**src/hw/rtl/sls_pkg.sv**
```systemverilog
// Shared types and constants for the load/store group: decode record, queue entry, codes.
package sls_pkg;

  localparam logic [15:0] HIGH_PAGE = 16'hFF00;

  // 3-bit codes of the 8-bit operands as they appear in the opcode fields
  localparam logic [2:0] R_B   = 3'd0;
  localparam logic [2:0] R_C   = 3'd1;
  localparam logic [2:0] R_D   = 3'd2;
  localparam logic [2:0] R_E   = 3'd3;
  localparam logic [2:0] R_H   = 3'd4;
  localparam logic [2:0] R_L   = 3'd5;
  localparam logic [2:0] R_MEM = 3'd6;
  localparam logic [2:0] R_A   = 3'd7;

  localparam logic [7:0] OP_HALT       = 8'h76;
  localparam logic [7:0] OP_MOVE_FIRST = 8'h40;
  localparam logic [7:0] OP_MOVE_LAST  = 8'h7F;
  localparam logic [7:0] OP_LD_BC_N16  = 8'h01;
  localparam logic [7:0] OP_LD_DE_N16  = 8'h11;
  localparam logic [7:0] OP_LD_HL_N16  = 8'h21;
  localparam logic [7:0] OP_ST_BC_A    = 8'h02;
  localparam logic [7:0] OP_ST_DE_A    = 8'h12;
  localparam logic [7:0] OP_LD_A_BC    = 8'h0A;
  localparam logic [7:0] OP_LD_A_DE    = 8'h1A;
  localparam logic [7:0] OP_ST_HLI_A   = 8'h22;
  localparam logic [7:0] OP_ST_HLD_A   = 8'h32;
  localparam logic [7:0] OP_LD_A_HLI   = 8'h2A;
  localparam logic [7:0] OP_LD_A_HLD   = 8'h3A;
  localparam logic [7:0] OP_STH_N8_A   = 8'hE0;
  localparam logic [7:0] OP_STH_C_A    = 8'hE2;
  localparam logic [7:0] OP_LDH_A_N8   = 8'hF0;
  localparam logic [7:0] OP_LDH_A_C    = 8'hF2;
  localparam logic [7:0] OP_ST_A16_A   = 8'hEA;
  localparam logic [7:0] OP_LD_A_A16   = 8'hFA;

  typedef enum logic [1:0] {
    BUS_NONE  = 2'd0,
    BUS_READ  = 2'd1,
    BUS_WRITE = 2'd2
  } bus_op_t;

  typedef enum logic [2:0] {
    ADDR_NONE,
    ADDR_HL,
    ADDR_BC,
    ADDR_DE,
    ADDR_IMM16,
    ADDR_HIGH_IMM,
    ADDR_HIGH_C
  } addr_sel_t;

  typedef enum logic [1:0] {
    SRC_REG,
    SRC_IMM8,
    SRC_READ
  } src_sel_t;

  typedef enum logic [1:0] {
    PAIR_BC,
    PAIR_DE,
    PAIR_HL
  } pair_sel_t;

  typedef enum logic [1:0] {
    HL_KEEP,
    HL_INC,
    HL_DEC
  } hl_step_t;

  typedef struct packed {
    logic      handled;
    bus_op_t   bus;
    addr_sel_t addr_sel;
    src_sel_t  src_sel;
    logic [2:0] src_code;
    logic      dst_write;
    logic [2:0] dst_code;
    logic      pair_write;
    pair_sel_t pair_sel;
    hl_step_t  hl_step;
  } decoded_t;

  typedef struct packed {
    decoded_t    dec;
    logic [15:0] imm;
    logic [7:0]  rdata;
  } queue_entry_t;

endpackage

```
**src/hw/rtl/sls_decode.sv**
```systemverilog
// Front end: accepts instructions and classifies each opcode into a decode record.
module sls_decode (
  input  logic                 in_valid,
  output logic                 in_ready,
  input  logic [7:0]           opcode,
  input  logic [15:0]          immediate,
  input  logic [7:0]           read_byte,
  input  logic                 q_full,
  output logic                 push,
  output sls_pkg::queue_entry_t entry
);

  sls_pkg::decoded_t dec;
  logic [2:0]        dst;
  logic [2:0]        src;

  assign dst = opcode[5:3];
  assign src = opcode[2:0];

  always_comb begin
    dec = '{
      handled:    1'b1,
      bus:        sls_pkg::BUS_NONE,
      addr_sel:   sls_pkg::ADDR_NONE,
      src_sel:    sls_pkg::SRC_REG,
      src_code:   sls_pkg::R_A,
      dst_write:  1'b0,
      dst_code:   sls_pkg::R_A,
      pair_write: 1'b0,
      pair_sel:   sls_pkg::PAIR_BC,
      hl_step:    sls_pkg::HL_KEEP
    };
    priority if (opcode >= sls_pkg::OP_MOVE_FIRST && opcode <= sls_pkg::OP_MOVE_LAST &&
                 opcode != sls_pkg::OP_HALT) begin
      priority if (src == sls_pkg::R_MEM) begin
        dec.bus       = sls_pkg::BUS_READ;
        dec.addr_sel  = sls_pkg::ADDR_HL;
        dec.src_sel   = sls_pkg::SRC_READ;
        dec.dst_write = 1'b1;
        dec.dst_code  = dst;
      end else if (dst == sls_pkg::R_MEM) begin
        dec.bus      = sls_pkg::BUS_WRITE;
        dec.addr_sel = sls_pkg::ADDR_HL;
        dec.src_code = src;
      end else begin
        dec.src_code  = src;
        dec.dst_write = 1'b1;
        dec.dst_code  = dst;
      end
    end else if (opcode < sls_pkg::OP_MOVE_FIRST && src == sls_pkg::R_MEM) begin
      dec.src_sel = sls_pkg::SRC_IMM8;
      if (dst == sls_pkg::R_MEM) begin
        dec.bus      = sls_pkg::BUS_WRITE;
        dec.addr_sel = sls_pkg::ADDR_HL;
      end else begin
        dec.dst_write = 1'b1;
        dec.dst_code  = dst;
      end
    end else begin
      // remaining forms all move A (or a pair), so src/dst default to A
      unique case (opcode)
        sls_pkg::OP_LD_BC_N16: begin
          dec.pair_write = 1'b1;
          dec.pair_sel   = sls_pkg::PAIR_BC;
        end
        sls_pkg::OP_LD_DE_N16: begin
          dec.pair_write = 1'b1;
          dec.pair_sel   = sls_pkg::PAIR_DE;
        end
        sls_pkg::OP_LD_HL_N16: begin
          dec.pair_write = 1'b1;
          dec.pair_sel   = sls_pkg::PAIR_HL;
        end
        sls_pkg::OP_ST_BC_A: begin
          dec.bus      = sls_pkg::BUS_WRITE;
          dec.addr_sel = sls_pkg::ADDR_BC;
        end
        sls_pkg::OP_ST_DE_A: begin
          dec.bus      = sls_pkg::BUS_WRITE;
          dec.addr_sel = sls_pkg::ADDR_DE;
        end
        sls_pkg::OP_LD_A_BC: begin
          dec.bus       = sls_pkg::BUS_READ;
          dec.addr_sel  = sls_pkg::ADDR_BC;
          dec.src_sel   = sls_pkg::SRC_READ;
          dec.dst_write = 1'b1;
        end
        sls_pkg::OP_LD_A_DE: begin
          dec.bus       = sls_pkg::BUS_READ;
          dec.addr_sel  = sls_pkg::ADDR_DE;
          dec.src_sel   = sls_pkg::SRC_READ;
          dec.dst_write = 1'b1;
        end
        sls_pkg::OP_ST_HLI_A: begin
          dec.bus      = sls_pkg::BUS_WRITE;
          dec.addr_sel = sls_pkg::ADDR_HL;
          dec.hl_step  = sls_pkg::HL_INC;
        end
        sls_pkg::OP_ST_HLD_A: begin
          dec.bus      = sls_pkg::BUS_WRITE;
          dec.addr_sel = sls_pkg::ADDR_HL;
          dec.hl_step  = sls_pkg::HL_DEC;
        end
        sls_pkg::OP_LD_A_HLI: begin
          dec.bus       = sls_pkg::BUS_READ;
          dec.addr_sel  = sls_pkg::ADDR_HL;
          dec.src_sel   = sls_pkg::SRC_READ;
          dec.dst_write = 1'b1;
          dec.hl_step   = sls_pkg::HL_INC;
        end
        sls_pkg::OP_LD_A_HLD: begin
          dec.bus       = sls_pkg::BUS_READ;
          dec.addr_sel  = sls_pkg::ADDR_HL;
          dec.src_sel   = sls_pkg::SRC_READ;
          dec.dst_write = 1'b1;
          dec.hl_step   = sls_pkg::HL_DEC;
        end
        sls_pkg::OP_STH_N8_A: begin
          dec.bus      = sls_pkg::BUS_WRITE;
          dec.addr_sel = sls_pkg::ADDR_HIGH_IMM;
        end
        sls_pkg::OP_STH_C_A: begin
          dec.bus      = sls_pkg::BUS_WRITE;
          dec.addr_sel = sls_pkg::ADDR_HIGH_C;
        end
        sls_pkg::OP_LDH_A_N8: begin
          dec.bus       = sls_pkg::BUS_READ;
          dec.addr_sel  = sls_pkg::ADDR_HIGH_IMM;
          dec.src_sel   = sls_pkg::SRC_READ;
          dec.dst_write = 1'b1;
        end
        sls_pkg::OP_LDH_A_C: begin
          dec.bus       = sls_pkg::BUS_READ;
          dec.addr_sel  = sls_pkg::ADDR_HIGH_C;
          dec.src_sel   = sls_pkg::SRC_READ;
          dec.dst_write = 1'b1;
        end
        sls_pkg::OP_ST_A16_A: begin
          dec.bus      = sls_pkg::BUS_WRITE;
          dec.addr_sel = sls_pkg::ADDR_IMM16;
        end
        sls_pkg::OP_LD_A_A16: begin
          dec.bus       = sls_pkg::BUS_READ;
          dec.addr_sel  = sls_pkg::ADDR_IMM16;
          dec.src_sel   = sls_pkg::SRC_READ;
          dec.dst_write = 1'b1;
        end
        default: begin
          dec.handled = 1'b0;
        end
      endcase
    end
  end

  assign in_ready    = ~q_full;
  assign push        = in_valid & ~q_full;
  assign entry.dec   = dec;
  assign entry.imm   = immediate;
  assign entry.rdata = read_byte;

endmodule

```
**src/hw/rtl/sls_queue.sv**
```systemverilog
// Short FIFO of decoded instructions between the front end and the execute stage.
module sls_queue #(
  parameter int DEPTH = 2
) (
  input  logic                  clk,
  input  logic                  rst,
  input  logic                  push,
  input  sls_pkg::queue_entry_t push_entry,
  output logic                  full,
  input  logic                  pop,
  output logic                  q_valid,
  output sls_pkg::queue_entry_t head
);

  localparam int PTR_W = (DEPTH > 1) ? $clog2(DEPTH) : 1;
  localparam int CNT_W = $clog2(DEPTH + 1);
  localparam logic [PTR_W-1:0] PTR_LAST = PTR_W'(DEPTH - 1);
  localparam logic [CNT_W-1:0] CNT_FULL = CNT_W'(DEPTH);

  sls_pkg::queue_entry_t slots [DEPTH];
  logic [PTR_W-1:0] wr_ptr;
  logic [PTR_W-1:0] rd_ptr;
  logic [CNT_W-1:0] count;

  assign full    = (count == CNT_FULL);
  assign q_valid = (count != '0);
  assign head    = slots[rd_ptr];

  always_ff @(posedge clk) begin
    if (push) begin
      slots[wr_ptr] <= push_entry;
    end
  end

  always_ff @(posedge clk) begin
    if (rst) begin
      wr_ptr <= '0;
      rd_ptr <= '0;
      count  <= '0;
    end else begin
      if (push) begin
        wr_ptr <= (wr_ptr == PTR_LAST) ? '0 : wr_ptr + 1'b1;
      end
      if (pop) begin
        rd_ptr <= (rd_ptr == PTR_LAST) ? '0 : rd_ptr + 1'b1;
      end
      if (push && !pop) begin
        count <= count + 1'b1;
      end else if (pop && !push) begin
        count <= count - 1'b1;
      end
    end
  end

`ifndef SYNTHESIS
  a_count_bound: assert property (@(posedge clk) disable iff (rst) count <= CNT_FULL)
    else $error("queue count beyond depth");
  a_no_push_full: assert property (@(posedge clk) disable iff (rst) full |-> !push)
    else $error("transfer into full queue");
  a_no_pop_empty: assert property (@(posedge clk) disable iff (rst) !q_valid |-> !pop)
    else $error("pop from empty queue");
`endif

endmodule

```
**src/hw/rtl/sls_execute.sv**
```systemverilog
// Back end: holds A and B..L; one decoded load per cycle into an output register unless stalled.
module sls_execute (
  input  logic                  clk,
  input  logic                  rst,
  input  logic                  q_valid,
  input  sls_pkg::queue_entry_t head,
  output logic                  pop,
  output logic                  out_valid,
  input  logic                  out_ready,
  output logic                  handled,
  output logic [1:0]            bus_op,
  output logic [15:0]           bus_address,
  output logic [7:0]            write_byte,
  output logic [7:0]            reg_a,
  output logic [15:0]           pair_bc,
  output logic [15:0]           pair_de,
  output logic [15:0]           pair_hl
);

  logic [7:0] acc, reg_b, reg_c, reg_d, reg_e, reg_h, reg_l;
  logic [7:0] acc_next, reg_b_next, reg_c_next, reg_d_next;
  logic [7:0] reg_e_next, reg_h_next, reg_l_next;
  logic       handled_reg;
  sls_pkg::bus_op_t bus_reg;
  logic [15:0] addr_reg;
  logic [7:0]  wbyte_reg;

  sls_pkg::decoded_t dec;
  logic [15:0] hl;
  logic [15:0] hl_stepped;
  logic [7:0]  src_reg;
  logic [7:0]  value;
  logic [15:0] addr;

  assign dec = head.dec;
  assign hl  = {reg_h, reg_l};
  // registers stay put while a result waits, so they show the post-instruction state
  assign pop = q_valid & (~out_valid | out_ready);

  always_comb begin
    unique case (dec.src_code)
      sls_pkg::R_B: src_reg = reg_b;
      sls_pkg::R_C: src_reg = reg_c;
      sls_pkg::R_D: src_reg = reg_d;
      sls_pkg::R_E: src_reg = reg_e;
      sls_pkg::R_H: src_reg = reg_h;
      sls_pkg::R_L: src_reg = reg_l;
      sls_pkg::R_A: src_reg = acc;
      default:      src_reg = '0;
    endcase
  end

  always_comb begin
    unique case (dec.src_sel)
      sls_pkg::SRC_REG:  value = src_reg;
      sls_pkg::SRC_IMM8: value = head.imm[7:0];
      sls_pkg::SRC_READ: value = head.rdata;
      default:           value = '0;
    endcase
  end

  always_comb begin
    unique case (dec.addr_sel)
      sls_pkg::ADDR_NONE:     addr = '0;
      sls_pkg::ADDR_HL:       addr = hl;
      sls_pkg::ADDR_BC:       addr = {reg_b, reg_c};
      sls_pkg::ADDR_DE:       addr = {reg_d, reg_e};
      sls_pkg::ADDR_IMM16:    addr = head.imm;
      sls_pkg::ADDR_HIGH_IMM: addr = sls_pkg::HIGH_PAGE | {8'h00, head.imm[7:0]};
      sls_pkg::ADDR_HIGH_C:   addr = sls_pkg::HIGH_PAGE | {8'h00, reg_c};
      default:                addr = '0;
    endcase
  end

  always_comb begin
    unique case (dec.hl_step)
      sls_pkg::HL_INC: hl_stepped = hl + 16'd1;
      sls_pkg::HL_DEC: hl_stepped = hl - 16'd1;
      default:         hl_stepped = hl;
    endcase
  end

  always_comb begin
    acc_next   = acc;
    reg_b_next = reg_b;
    reg_c_next = reg_c;
    reg_d_next = reg_d;
    reg_e_next = reg_e;
    {reg_h_next, reg_l_next} = hl_stepped;
    if (dec.dst_write) begin
      unique case (dec.dst_code)
        sls_pkg::R_B: reg_b_next = value;
        sls_pkg::R_C: reg_c_next = value;
        sls_pkg::R_D: reg_d_next = value;
        sls_pkg::R_E: reg_e_next = value;
        sls_pkg::R_H: reg_h_next = value;
        sls_pkg::R_L: reg_l_next = value;
        sls_pkg::R_A: acc_next   = value;
        default: ;
      endcase
    end
    if (dec.pair_write) begin
      unique case (dec.pair_sel)
        sls_pkg::PAIR_BC: {reg_b_next, reg_c_next} = head.imm;
        sls_pkg::PAIR_DE: {reg_d_next, reg_e_next} = head.imm;
        sls_pkg::PAIR_HL: {reg_h_next, reg_l_next} = head.imm;
        default: ;
      endcase
    end
  end

  always_ff @(posedge clk) begin
    if (rst) begin
      acc   <= '0;
      reg_b <= '0;
      reg_c <= '0;
      reg_d <= '0;
      reg_e <= '0;
      reg_h <= '0;
      reg_l <= '0;
    end else if (pop) begin
      acc   <= acc_next;
      reg_b <= reg_b_next;
      reg_c <= reg_c_next;
      reg_d <= reg_d_next;
      reg_e <= reg_e_next;
      reg_h <= reg_h_next;
      reg_l <= reg_l_next;
    end
  end

  always_ff @(posedge clk) begin
    if (rst) begin
      out_valid <= 1'b0;
    end else if (pop) begin
      out_valid <= 1'b1;
    end else if (out_ready) begin
      out_valid <= 1'b0;
    end
  end

  always_ff @(posedge clk) begin
    if (pop) begin
      handled_reg <= dec.handled;
      bus_reg     <= dec.bus;
      addr_reg    <= addr;
      wbyte_reg   <= (dec.bus == sls_pkg::BUS_WRITE) ? value : 8'h00;
    end
  end

  assign handled     = handled_reg;
  assign bus_op      = bus_reg;
  assign bus_address = addr_reg;
  assign write_byte  = wbyte_reg;
  assign reg_a       = acc;
  assign pair_bc     = {reg_b, reg_c};
  assign pair_de     = {reg_d, reg_e};
  assign pair_hl     = hl;

`ifndef SYNTHESIS
  a_state_held: assert property (@(posedge clk) disable iff (rst)
      out_valid && !out_ready |=> $stable(acc) && $stable(hl) && $stable(pair_bc) &&
                                  $stable(pair_de))
    else $error("register file moved while result stalled");
  a_unhandled_quiet: assert property (@(posedge clk) disable iff (rst)
      out_valid && !handled |-> bus_op == sls_pkg::BUS_NONE)
    else $error("bus access on unhandled opcode");
  a_idle_bus_zero: assert property (@(posedge clk) disable iff (rst)
      out_valid && bus_op == sls_pkg::BUS_NONE |-> bus_address == '0 && write_byte == '0)
    else $error("address or data set without access");
  a_unhandled_no_change: assert property (@(posedge clk) disable iff (rst)
      pop && !dec.handled |=> $stable(acc) && $stable(hl) && $stable(pair_bc) &&
                              $stable(pair_de))
    else $error("unhandled opcode changed registers");
`endif

endmodule

```
**src/hw/rtl/sm83_load_store_group.sv**
```systemverilog
// A result reaches the outputs through the queue and then the execute output register.
// Throughput: one instruction per cycle while out_ready stays high; otherwise the queue fills.
// The decode queue (QUEUE_DEPTH entries) absorbs output stalls; input stalls only when it is full.
// Output side is a register stage, so a waiting result does not stop the next input transfer.
// Reset (rst, synchronous): A, B, C, D, E, H, L cleared, queue emptied, no result pending.
module sm83_load_store_group #(
  parameter int QUEUE_DEPTH = 2
) (
  input  logic        clk,
  input  logic        rst,
  input  logic        in_valid,
  output logic        in_ready,
  input  logic [7:0]  opcode,
  input  logic [15:0] immediate,
  input  logic [7:0]  read_byte,
  output logic        out_valid,
  input  logic        out_ready,
  output logic        handled,
  output logic [1:0]  bus_op,
  output logic [15:0] bus_address,
  output logic [7:0]  write_byte,
  output logic [7:0]  reg_a,
  output logic [15:0] pair_bc,
  output logic [15:0] pair_de,
  output logic [15:0] pair_hl
);

  logic                  push;
  logic                  q_full;
  logic                  q_valid;
  logic                  pop;
  sls_pkg::queue_entry_t push_entry;
  sls_pkg::queue_entry_t head;

  sls_decode u_decode (
    .in_valid  (in_valid),
    .in_ready  (in_ready),
    .opcode    (opcode),
    .immediate (immediate),
    .read_byte (read_byte),
    .q_full    (q_full),
    .push      (push),
    .entry     (push_entry)
  );

  sls_queue #(
    .DEPTH (QUEUE_DEPTH)
  ) u_queue (
    .clk        (clk),
    .rst        (rst),
    .push       (push),
    .push_entry (push_entry),
    .full       (q_full),
    .pop        (pop),
    .q_valid    (q_valid),
    .head       (head)
  );

  sls_execute u_execute (
    .clk         (clk),
    .rst         (rst),
    .q_valid     (q_valid),
    .head        (head),
    .pop         (pop),
    .out_valid   (out_valid),
    .out_ready   (out_ready),
    .handled     (handled),
    .bus_op      (bus_op),
    .bus_address (bus_address),
    .write_byte  (write_byte),
    .reg_a       (reg_a),
    .pair_bc     (pair_bc),
    .pair_de     (pair_de),
    .pair_hl     (pair_hl)
  );

endmodule
```
**config.mk**
```make
export PLATFORM = sky130hd
export DESIGN_NAME = sm83_load_store_group
export DESIGN_NICKNAME = d
export VERILOG_FILES = /design/src/hw/rtl/sls_pkg.sv /design/src/hw/rtl/sls_decode.sv /design/src/hw/rtl/sls_queue.sv /design/src/hw/rtl/sls_execute.sv /design/src/hw/rtl/sm83_load_store_group.sv
export SDC_FILE = /design/constraint.sdc
export NUM_CORES = 1
export LEC_CHECK = 0
export BUFFER_PORTS_ARGS = -buffer_cell sky130_fd_sc_hd__buf_2
export CORE_MARGIN = 1
export CORE_UTILIZATION = 55
export DETAILED_ROUTE_END_ITERATION = 16
export HOLD_SLACK_MARGIN = 0.05
export PLACE_DENSITY = 0.76
export REMOVE_ABC_BUFFERS = 1
export SETUP_SLACK_MARGIN = 0.02
export SYNTH_ARGS = -nofsm -noshare
export SYNTH_HDL_FRONTEND = slang
export SYNTH_SLANG_ARGS = --single-unit
```
**constraint.sdc**
```tcl
create_clock -name clk -period 4.9 [get_ports clk]
set_input_delay 0.245 -clock clk [delete_from_list [all_inputs] [get_ports clk]]
set_output_delay 0.245 -clock clk [all_outputs]
set_load 0.005 [all_outputs]
```
==> Word-level counts from Yosys, hierarchy flattened <==
Memory sizes are Yosys's and may differ from the RTL's. A register that Yosys moved wholly into a read port is not among the register bits.
Cells that the tools add are included.
{ "totals": {"regBits": 88, "ramBits": 88, "in_bits": 36, "out_inout_bits": 85, "word_cells": 157, "n_memories": 1} }
{ "mem_list": {"columns": ["name", "depth", "width", "read_ports", "rd_clocked_by_memory_dff", "write_ports", "line_no", "text"], "rows": [
  ["u_queue.slots", 2, 44, 1, 1, 1, "sls_queue.sv:20", "sls_pkg::queue_entry_t slots [DEPTH];"]
]} }
{ "op_classes": {"add_sub_neg": 6, "order_cmp": 3, "n_eq_ne": 46, "muxes": 60, "n_bitwise": 5, "reduce_logical": 21} }
{ "op_table": {"columns": ["op", "n"], "rows": [
  ["$mux 8", 24],
  ["$pmux 16 s6", 1],
  ["$pmux 5 s12", 1],
  ["$pmux 8 s7", 1],
  ["$eq 8x8->1 const B", 6],
  ["$eq 8x6->1 const B", 5],
  ["$eq 3x3->1 const B", 11],
  ["$pmux 16 s2", 1],
  ["$eq 8x5->1 const B", 3],
  ["$pmux 8 s3", 1],
  ["$mux 5", 4],
  ["$eq 3x2->1 const B", 6],
  ["$reduce_or 17->1", 1],
  ["$add 16x1->16 const B", 1],
  ["$sub 16x1->16 const B", 1],
  ["$mux 7", 2],
  ["$mux 1", 13],
  ["$mux 4", 3],
  ["$eq 2x2->1 const B", 5],
  ["$eq 3x1->1 const B", 3],
  ["$mux 3", 3],
  ["$pmux 3 s3", 1],
  ["$eq 8x1->1 const B", 1],
  ["$eq 8x2->1 const B", 1],
  ["22 further kinds", 42]
]} }

==> Longest topological paths before layout <==
Gate-level depths: netlist of run 1.
{ "depth": {"depth_word": 7, "depth_mapped": 21, "ltp_nobuf": 11} }

==> Cells and area by module <==
Synthesis of run 1 repeated with hierarchy kept, for this count alone.
{ "unflattened": {"cells_unflattened": 968, "area_unflattened_um2": 9705.6} }
{ "by_module_without_submodules": {"columns": ["mod", "instances", "cells_each", "area_each_um2", "seq_area_each_um2"], "rows": [
  ["sls_execute", 1, 722, 5738.0, 1951.9],
  ["sls_queue", 1, 159, 3398.3, 2742.6],
  ["sls_decode", 1, 87, 569.3, 0.0]
]} }

==> Least setup slack after synthesis of run 1 <==
OpenSTA, ideal clock, no wires.
{ "synth_path": {"kind": "reg-to-reg", "from": "register with a tool-made name", "to": "register u_execute.reg_h[6]", "setup_time_ns": 0.122, "arrival_ns": 4.263, "required_ns": 4.778, "slack_ns": 0.514, "path_stages_with_launch": 22, "path_buffers": 10, "period_less_slack_ns": 4.386, "path_cell_list": "dfxtp_1 buf_6 buf_6 buf_6 buf_6 buf_6 buf_2 mux2_2 ha_1 buf_2 buf_2 buf_1 buf_2 xor2_1 ha_1 nor4_1 nor4_4 a21boi_1 a311o_1 a211oi_1 mux2i_1 a21oi_1"} }
{ "synth_lines": {"columns": ["element", "line_no", "text"], "rows": [
  ["to (signal assigned)", "sls_execute.sv:127", "reg_h <= reg_h_next;"],
  ["to (decl)", "sls_execute.sv:20", "logic [7:0] acc, reg_b, reg_c, reg_d, reg_e, reg_h, reg_l;"]
]} }

==> flow_summary.json, run 1 <==
{
  "drv_slew": 0,
  "fp.dieH_um": 138,
  "crit_arrival_ns": 3.90,
  "end_kind": "flip-flop",
  "fmax_mhz": 280,
  "maxSlewHeadroom": 0.239,
  "drc": 0,
  "rrSetupSlack_ns": 1.33,
  "worstMarginPinSlew_ns": 1.14,
  "min_period_ns": 3.57,
  "synth_area_per_cell_um2": 9.54,
  "ys_async_sr_fraction": 0,
  "worst_slack_ns": 1.33,
  "ys_types": 93,
  "path_class": "flip-flop to flip-flop",
  "rsz0062_at_grt": "false",
  "power_w": 0.00708,
  "drtPass1Iterations": 6,
  "drt-initial-drc-count": 1167,
  "num_io_pins": 121,
  "ys_seq_area_frac": 0.462,
  "cp_slowest_stage_delay_ns": 0.59,
  "synth_seq_cells": 177,
  "largest-register": "u_queue.slots",
  "first_global_vias": 8499,
  "final.setup_skew_ns": 0.00957,
  "dpl.hpwl_mm": 22.7,
  "clk-insertion-delay-late_ns": 0.44,
  "setup-tns-final_ns": 0,
  "num_vias": 9545,
  "dp_cells": 1349,
  "stdcell_count": 1405,
  "path_cells": "mux2i_1 > ha_1 > buf_4 > clkinv_1 > a211o_1 > a311oi_2 > mux2i_1 > a31oi_2 > xnor2_1 > a21oi_1",
  "cts_root_buffer": "clkbuf_16",
  "grtUsageTotal": 0.351,
  "drt-vias-per-instance": 6.79,
  "route.antenna.remaining_nets": 0,
  "drive_gt1_frac": 0.186,
  "place.gp.congestion": 1.02,
  "cts_buffer_depth": 2,
  "wl_mm": 32.9,
  "hold_viol": 0,
  "power_density_mw_per_mm2": 608,
  "nNetsFinal": 1203,
  "antenna_found_initial": 0,
  "start_util": 0.564,
  "rows": 49,
  "final.period_utilization": 0.728,
  "setup_viol": 0,
  "cts_buffers": 17,
  "gr-total-overflow": 0,
  "maxCapViolCount": 0,
  "syn_to_final_growth_pct": 14.7,
  "vdd_drop_max_mv": 0.353,
  "die_width_um": 138,
  "outcome": "finished, final reports clean",
  "hold_path_class": "input pin to flip-flop",
  "postCtsResizedCells": 0,
  "slowest_stage": "dfxtp_2",
  "start_kind": "flip-flop",
  "syn_inst": 1065,
  "fp.dieArea_mm2": 0.0190,
  "io_buffers": 120,
  "cts.htree.levels": 4,
  "cts_tree": "built",
  "synth_warnings": 0,
  "largest_reg_flops": 88,
  "synth-edff-count": 115,
  "path_clk_slew_ns": 0.07,
  "n_fill_cell": 1505,
  "critPathRequiredTime_ns": 5.23,
  "cp_max_fo": 40,
  "antenna_cells": 0,
  "syn_area_mm2": 0.0102,
  "grt_max_degree": 46,
  "drt-wirelength-per-cell_um": 23.4,
  "synth_flop_cell": "edfxtp_1",
  "design.core.area_mm2": 0.0180,
  "clock-sinks": 177,
  "p_leak_nw": 4.23,
  "grt_pass1_wl_mm": 49.0,
  "place_ws_ns": 1.36,
  "worst_path_most_repeated_cell": "mux2i_1"
}
cell families (layout without fill, tap and decap cells):
group | count (synthesis) | after routing | synth area share
AOI/OAI and AO/OA | 359 | 359 | 0.243
xor gates and xnor gates | 11 | 11 | 0.00948
adders and majority gates | 4 | 4 | 0.00493
buffers and inverters | 105 | 216 | 0.0467
DFF | 177 | 177 | 0.462
muxes | 56 | 56 | 0.0602
and+or+nand+nor | 353 | 353 | 0.174
metal layers:
metal | wire (um) | vias up | part of all wire | track usage
met5 | 0 | - | 0 | 0
li1 | - | 4277 | - | -
met3 | 3790 | 125 | 0.12 | 0.0662
met2 | 14500 | 668 | 0.44 | 0.519
met4 | 1470 | 0 | 0.045 | 0.165
met1 | 13100 | 4475 | 0.40 | 0.496
worst paths after layout:
| kind | cells past startpoint | start | end |
|---|---|---|---|
| setup / recovery | 10 | flip-flop | u_execute.reg_h[5]$_SDFFE_PP0P_ |
| hold / removal | 3 | out_ready | u_execute.out_valid$_SDFFE_PP0P_ |
| setup reg to reg | 10 | flip-flop | u_execute.reg_h[5]$_SDFFE_PP0P_ |
| hold reg to reg | 2 | u_execute.reg_a[4]$_SDFFE_PP0P_ | u_execute.reg_a[4]$_SDFFE_PP0P_ |
critical path, delay by kind of cell, from the launching register on:
| family | cells | cell delay (ns) |
|---|---|---|
| muxes | 2 | 0.60 |
| buffers and inverters | 2 | 0.86 |
| adders and majority gates | 1 | 0.20 |
| xor gates and xnor gates | 1 | 0.18 |
| AOI/OAI and AO/OA | 4 | 1.01 |
| DFF | 1 | 0.59 |
through the flow:
step                area [um2]  hold WS (ns)  utilization
detailed placement       10800         0.436        0.600
global route             11700         0.189        0.646
global placement         10800         0.433        0.600
finish                   11700         0.135        0.646
floorplan                 9760         0.314            -
CTS                      11700         0.139        0.646
power by group:
part / internal [W] / total (W) / switching [W]
sequential: 0.00202 / 0.00242 / 0.000400
clock: 0.000804 / 0.00140 / 0.000599
combinational: 0.00114 / 0.00326 / 0.00212
Yosys cell counts, drive strengths merged (19+ instances only):
cell type	instances	area [um2]
edfxtp	115	3450
nand2	93	352
o21ai	93	465
nor2	88	348
a21oi	63	315
dfxtp	62	1240
clkbuf	53	199
nand3	45	225
mux2i	36	368
buf	31	196
nor3	23	115
a221oi	20	175
inv	20	75.1
o22ai	20	125
mux2	19	221
area by class of cell:
type                       count  area [um2]  area share
tap                          229         287      0.0246
sequential                   177        4700       0.403
multi-input combinational    783        5010       0.430
timing repair buffer         163         983      0.0844
inverter                      21        78.8     0.00676
clock buffer                  20         437      0.0375
clock inverter                12         160      0.0137
cell usage in the layout (no fill, tap or decap), types with 6 or more instances in the layout:
| master | count |
|---|---|
| nor4_1 | 6 |
| and2_1 | 14 |
| a22oi_1 | 11 |
| o21ai_1 | 11 |
| nand2_1 | 92 |
| a211oi_1 | 15 |
| mux2i_1 | 32 |
| clkbuf_16 | 17 |
| nand3_1 | 45 |
| nor3_1 | 23 |
| o221ai_1 | 13 |
| and3_1 | 8 |
| a21oi_1 | 63 |
| o31ai_1 | 9 |
| xnor2_1 | 6 |
| dlygate4sd3_1 | 24 |
| edfxtp_1 | 115 |
| nor3b_1 | 8 |
| o21ai_0 | 81 |
| a31oi_1 | 17 |
| buf_2 | 120 |
| nor2_1 | 84 |
| nor2b_1 | 13 |
| o22ai_1 | 20 |
| a32oi_1 | 6 |
| a221oi_1 | 20 |
| buf_4 | 19 |
| nand2b_1 | 17 |
| o211ai_1 | 12 |
| mux2_2 | 17 |
| dfxtp_1 | 61 |
| inv_1 | 19 |
| o21a_1 | 7 |
| or3_1 | 10 |
repair_timing:
action,in CTS,in global routing
hold buffers,24,0
buffers inserted,0,0
hold endpoints to repair,48,0
Power figures use the tool's default switching activity.
==> run 2: changes to the inputs <==
--- a/config.mk
+++ b/config.mk
@@ -7,10 +7,10 @@
 export LEC_CHECK = 0
 export BUFFER_PORTS_ARGS = -buffer_cell sky130_fd_sc_hd__buf_2
 export CORE_MARGIN = 1
-export CORE_UTILIZATION = 55
+export CORE_UTILIZATION = 53
 export DETAILED_ROUTE_END_ITERATION = 16
 export HOLD_SLACK_MARGIN = 0.05
-export PLACE_DENSITY = 0.76
+export PLACE_DENSITY = 0.77
 export REMOVE_ABC_BUFFERS = 1
 export SETUP_SLACK_MARGIN = 0.02
 export SYNTH_ARGS = -nofsm -noshare
==> constraint.sdc (replaced) <==
create_clock -name clk -period 3.1 [get_ports clk]
set_input_delay 0.155 -clock clk [delete_from_list [all_inputs] [get_ports clk]]
set_output_delay 0.155 -clock clk [all_outputs]
set_load 0.005 [all_outputs]
==> run 2 against run 1 <==
Clock power up 44%; critical path type unchanged; via count up 2.3%; cell count up 3.9%; critical path depth up 1; non-clock buffer count up 49; die area up 3.7%; sequential cell count unchanged; maximum frequency up 24%.
==> flow_summary.json, run 2 (synthesized netlist as in run 1, its figures left out) <==
{
  "gr-total-overflow": 0,
  "dpl.hpwl_mm": 23.9,
  "start_kind": "flip-flop",
  "min_period_ns": 2.88,
  "fin_util": 0.640,
  "final.setup_skew_ns": 0.00862,
  "first_global_vias": 9098,
  "design.core.area_mm2": 0.0188,
  "io_buffers": 120,
  "p_leak_nw": 4.46,
  "cts_root_buffer": "clkbuf_16",
  "multiInputGateArea_mm2": 0.00503,
  "drt-initial-drc-count": 1229,
  "cts_buffer_depth": 2,
  "end_kind": "flip-flop",
  "worst_slack_ns": 0.223,
  "drc": 0,
  "path_clk_slew_ns": 0.07,
  "cts_tree": "built",
  "place_ws_ns": 0.120,
  "drive_gt1_frac": 0.220,
  "hold_slack_ns": 0.0937,
  "path_class": "flip-flop to flip-flop",
  "power_w": 0.0114,
  "register_area_mm2": 0.00470,
  "die_width_um": 140,
  "hold_viol": 0,
  "outcome": "finished, final reports clean",
  "nNetsFinal": 1252,
  "fp.dieArea_mm2": 0.0197,
  "maxCapViolCount": 0,
  "drt-vias-per-instance": 6.69,
  "cts_buffers": 17,
  "route.antenna.remaining_nets": 0,
  "syn_to_final_growth_pct": 18.2,
  "hold_path_class": "input pin to flip-flop",
  "post_cts_buffers": 0,
  "dp_cells": 1402,
  "grt_pass1_wl_mm": 51.7,
  "num_vias": 9764,
  "final.period_utilization": 0.928,
  "setup_viol": 0,
  "vdd_drop_max_mv": 0.519,
  "largest-register": "u_queue.slots",
  "power_density_mw_per_mm2": 950,
  "clk-insertion-delay-late_ns": 0.44,
  "cts.htree.levels": 4,
  "drtPass1Iterations": 7,
  "maxSlewHeadroom": 0.269,
  "rsz0062_at_grt": "true",
  "wl_mm": 33.9,
  "drv_slew": 0,
  "mostFrequentLayoutCells": "buf_2 (120), edfxtp_1 (115), nand2_1 (92)",
  "rows": 50,
  "layout_commonest_cell": "buf_2",
  "start_util": 0.541,
  "worstMarginPinSlew_ns": 1.09,
  "largest_reg_flops": 88,
  "cp_max_fo": 4,
  "crit_arrival_ns": 3.20,
  "critPathRequiredTime_ns": 3.42,
  "stdcell_count": 1460,
  "fmax_mhz": 348,
  "fp.dieH_um": 140,
  "place.gp.congestion": 0.955,
  "n_fill_cell": 1536,
  "grtUsageTotal": 0.346,
  "drt-wirelength-per-cell_um": 23.2,
  "antenna_found_initial": 1,
  "num_io_pins": 121,
  "clock-sinks": 177,
  "grt_max_degree": 55
}
## run 2: layout make-up
cell class,instances,share of cell area
flip-flops and latches,177,0.391
inverters,21,0.00656
well taps,234,0.0244
diodes,1,0.000208
repair buffers,212,0.115
clock buffers,19,0.0360
clock inverters,13,0.00875
multi-input cells,783,0.418
## run 2: worst max-delay path: stages, from the launching register on
cell and delay [ns]:
dfxtp_2 0.38, mux2_2 0.37, ha_1 0.24, xor2_1 0.16
ha_1 0.24, nor4_2 0.24, nor4_4 0.10, a21boi_1 0.16
a311o_1 0.32, a211oi_1 0.25, mux2i_1 0.22, a21oi_1 0.08
## run 2: power breakdown
group	total [W]	internal, W	switching [W]
clock	0.00201	0.00104	0.000974
sequential	0.00372	0.00319	0.000532
combinational	0.00568	0.00208	0.00360
total	0.0114	0.00631	0.00511
## run 2: path summary, 6_finish.rpt
path                                                      start                              end  slack [ns]  cells after the start
worst min register to register  u_execute.reg_a[3]$_SDFFE_PP0P_  u_execute.reg_a[3]$_SDFFE_PP0P_        0.50                      2
worst min-delay path                                  opcode[2]   u_queue.slots[1][35]$_DFFE_PP_        0.09                      2
worst max register to register                        flip-flop  u_execute.reg_h[6]$_SDFFE_PP0P_        0.22                     11
worst max-delay path                                  flip-flop  u_execute.reg_h[6]$_SDFFE_PP0P_        0.22                     11
## run 2: stage by stage
stage	cell area, um2	setup TNS (ns)
floorplan	9760	-52.46
global placement	11200	0
detailed placement	11200	0
CTS	12000	0
global route	12000	0
finish	12000	0
## run 2: what timing repair did
| item | in CTS | in global routing |
|---|---|---|
| endpoints found under the setup margin | 0 | 5 |
| hold endpoints to repair | 49 | 0 |
| gates resized for setup | 0 | 3 |
| hold buffers | 25 | 0 |
## run 2: per-layer routing
metal	wire [um]	part of all wire	up-vias	GRT usage
met5	0	0	-	0
met2	15200	0.45	658	0.533
met1	13400	0.40	4587	0.464
met4	1500	0.044	0	0.165
li1	-	-	4392	-
met3	3880	0.11	127	0.0803
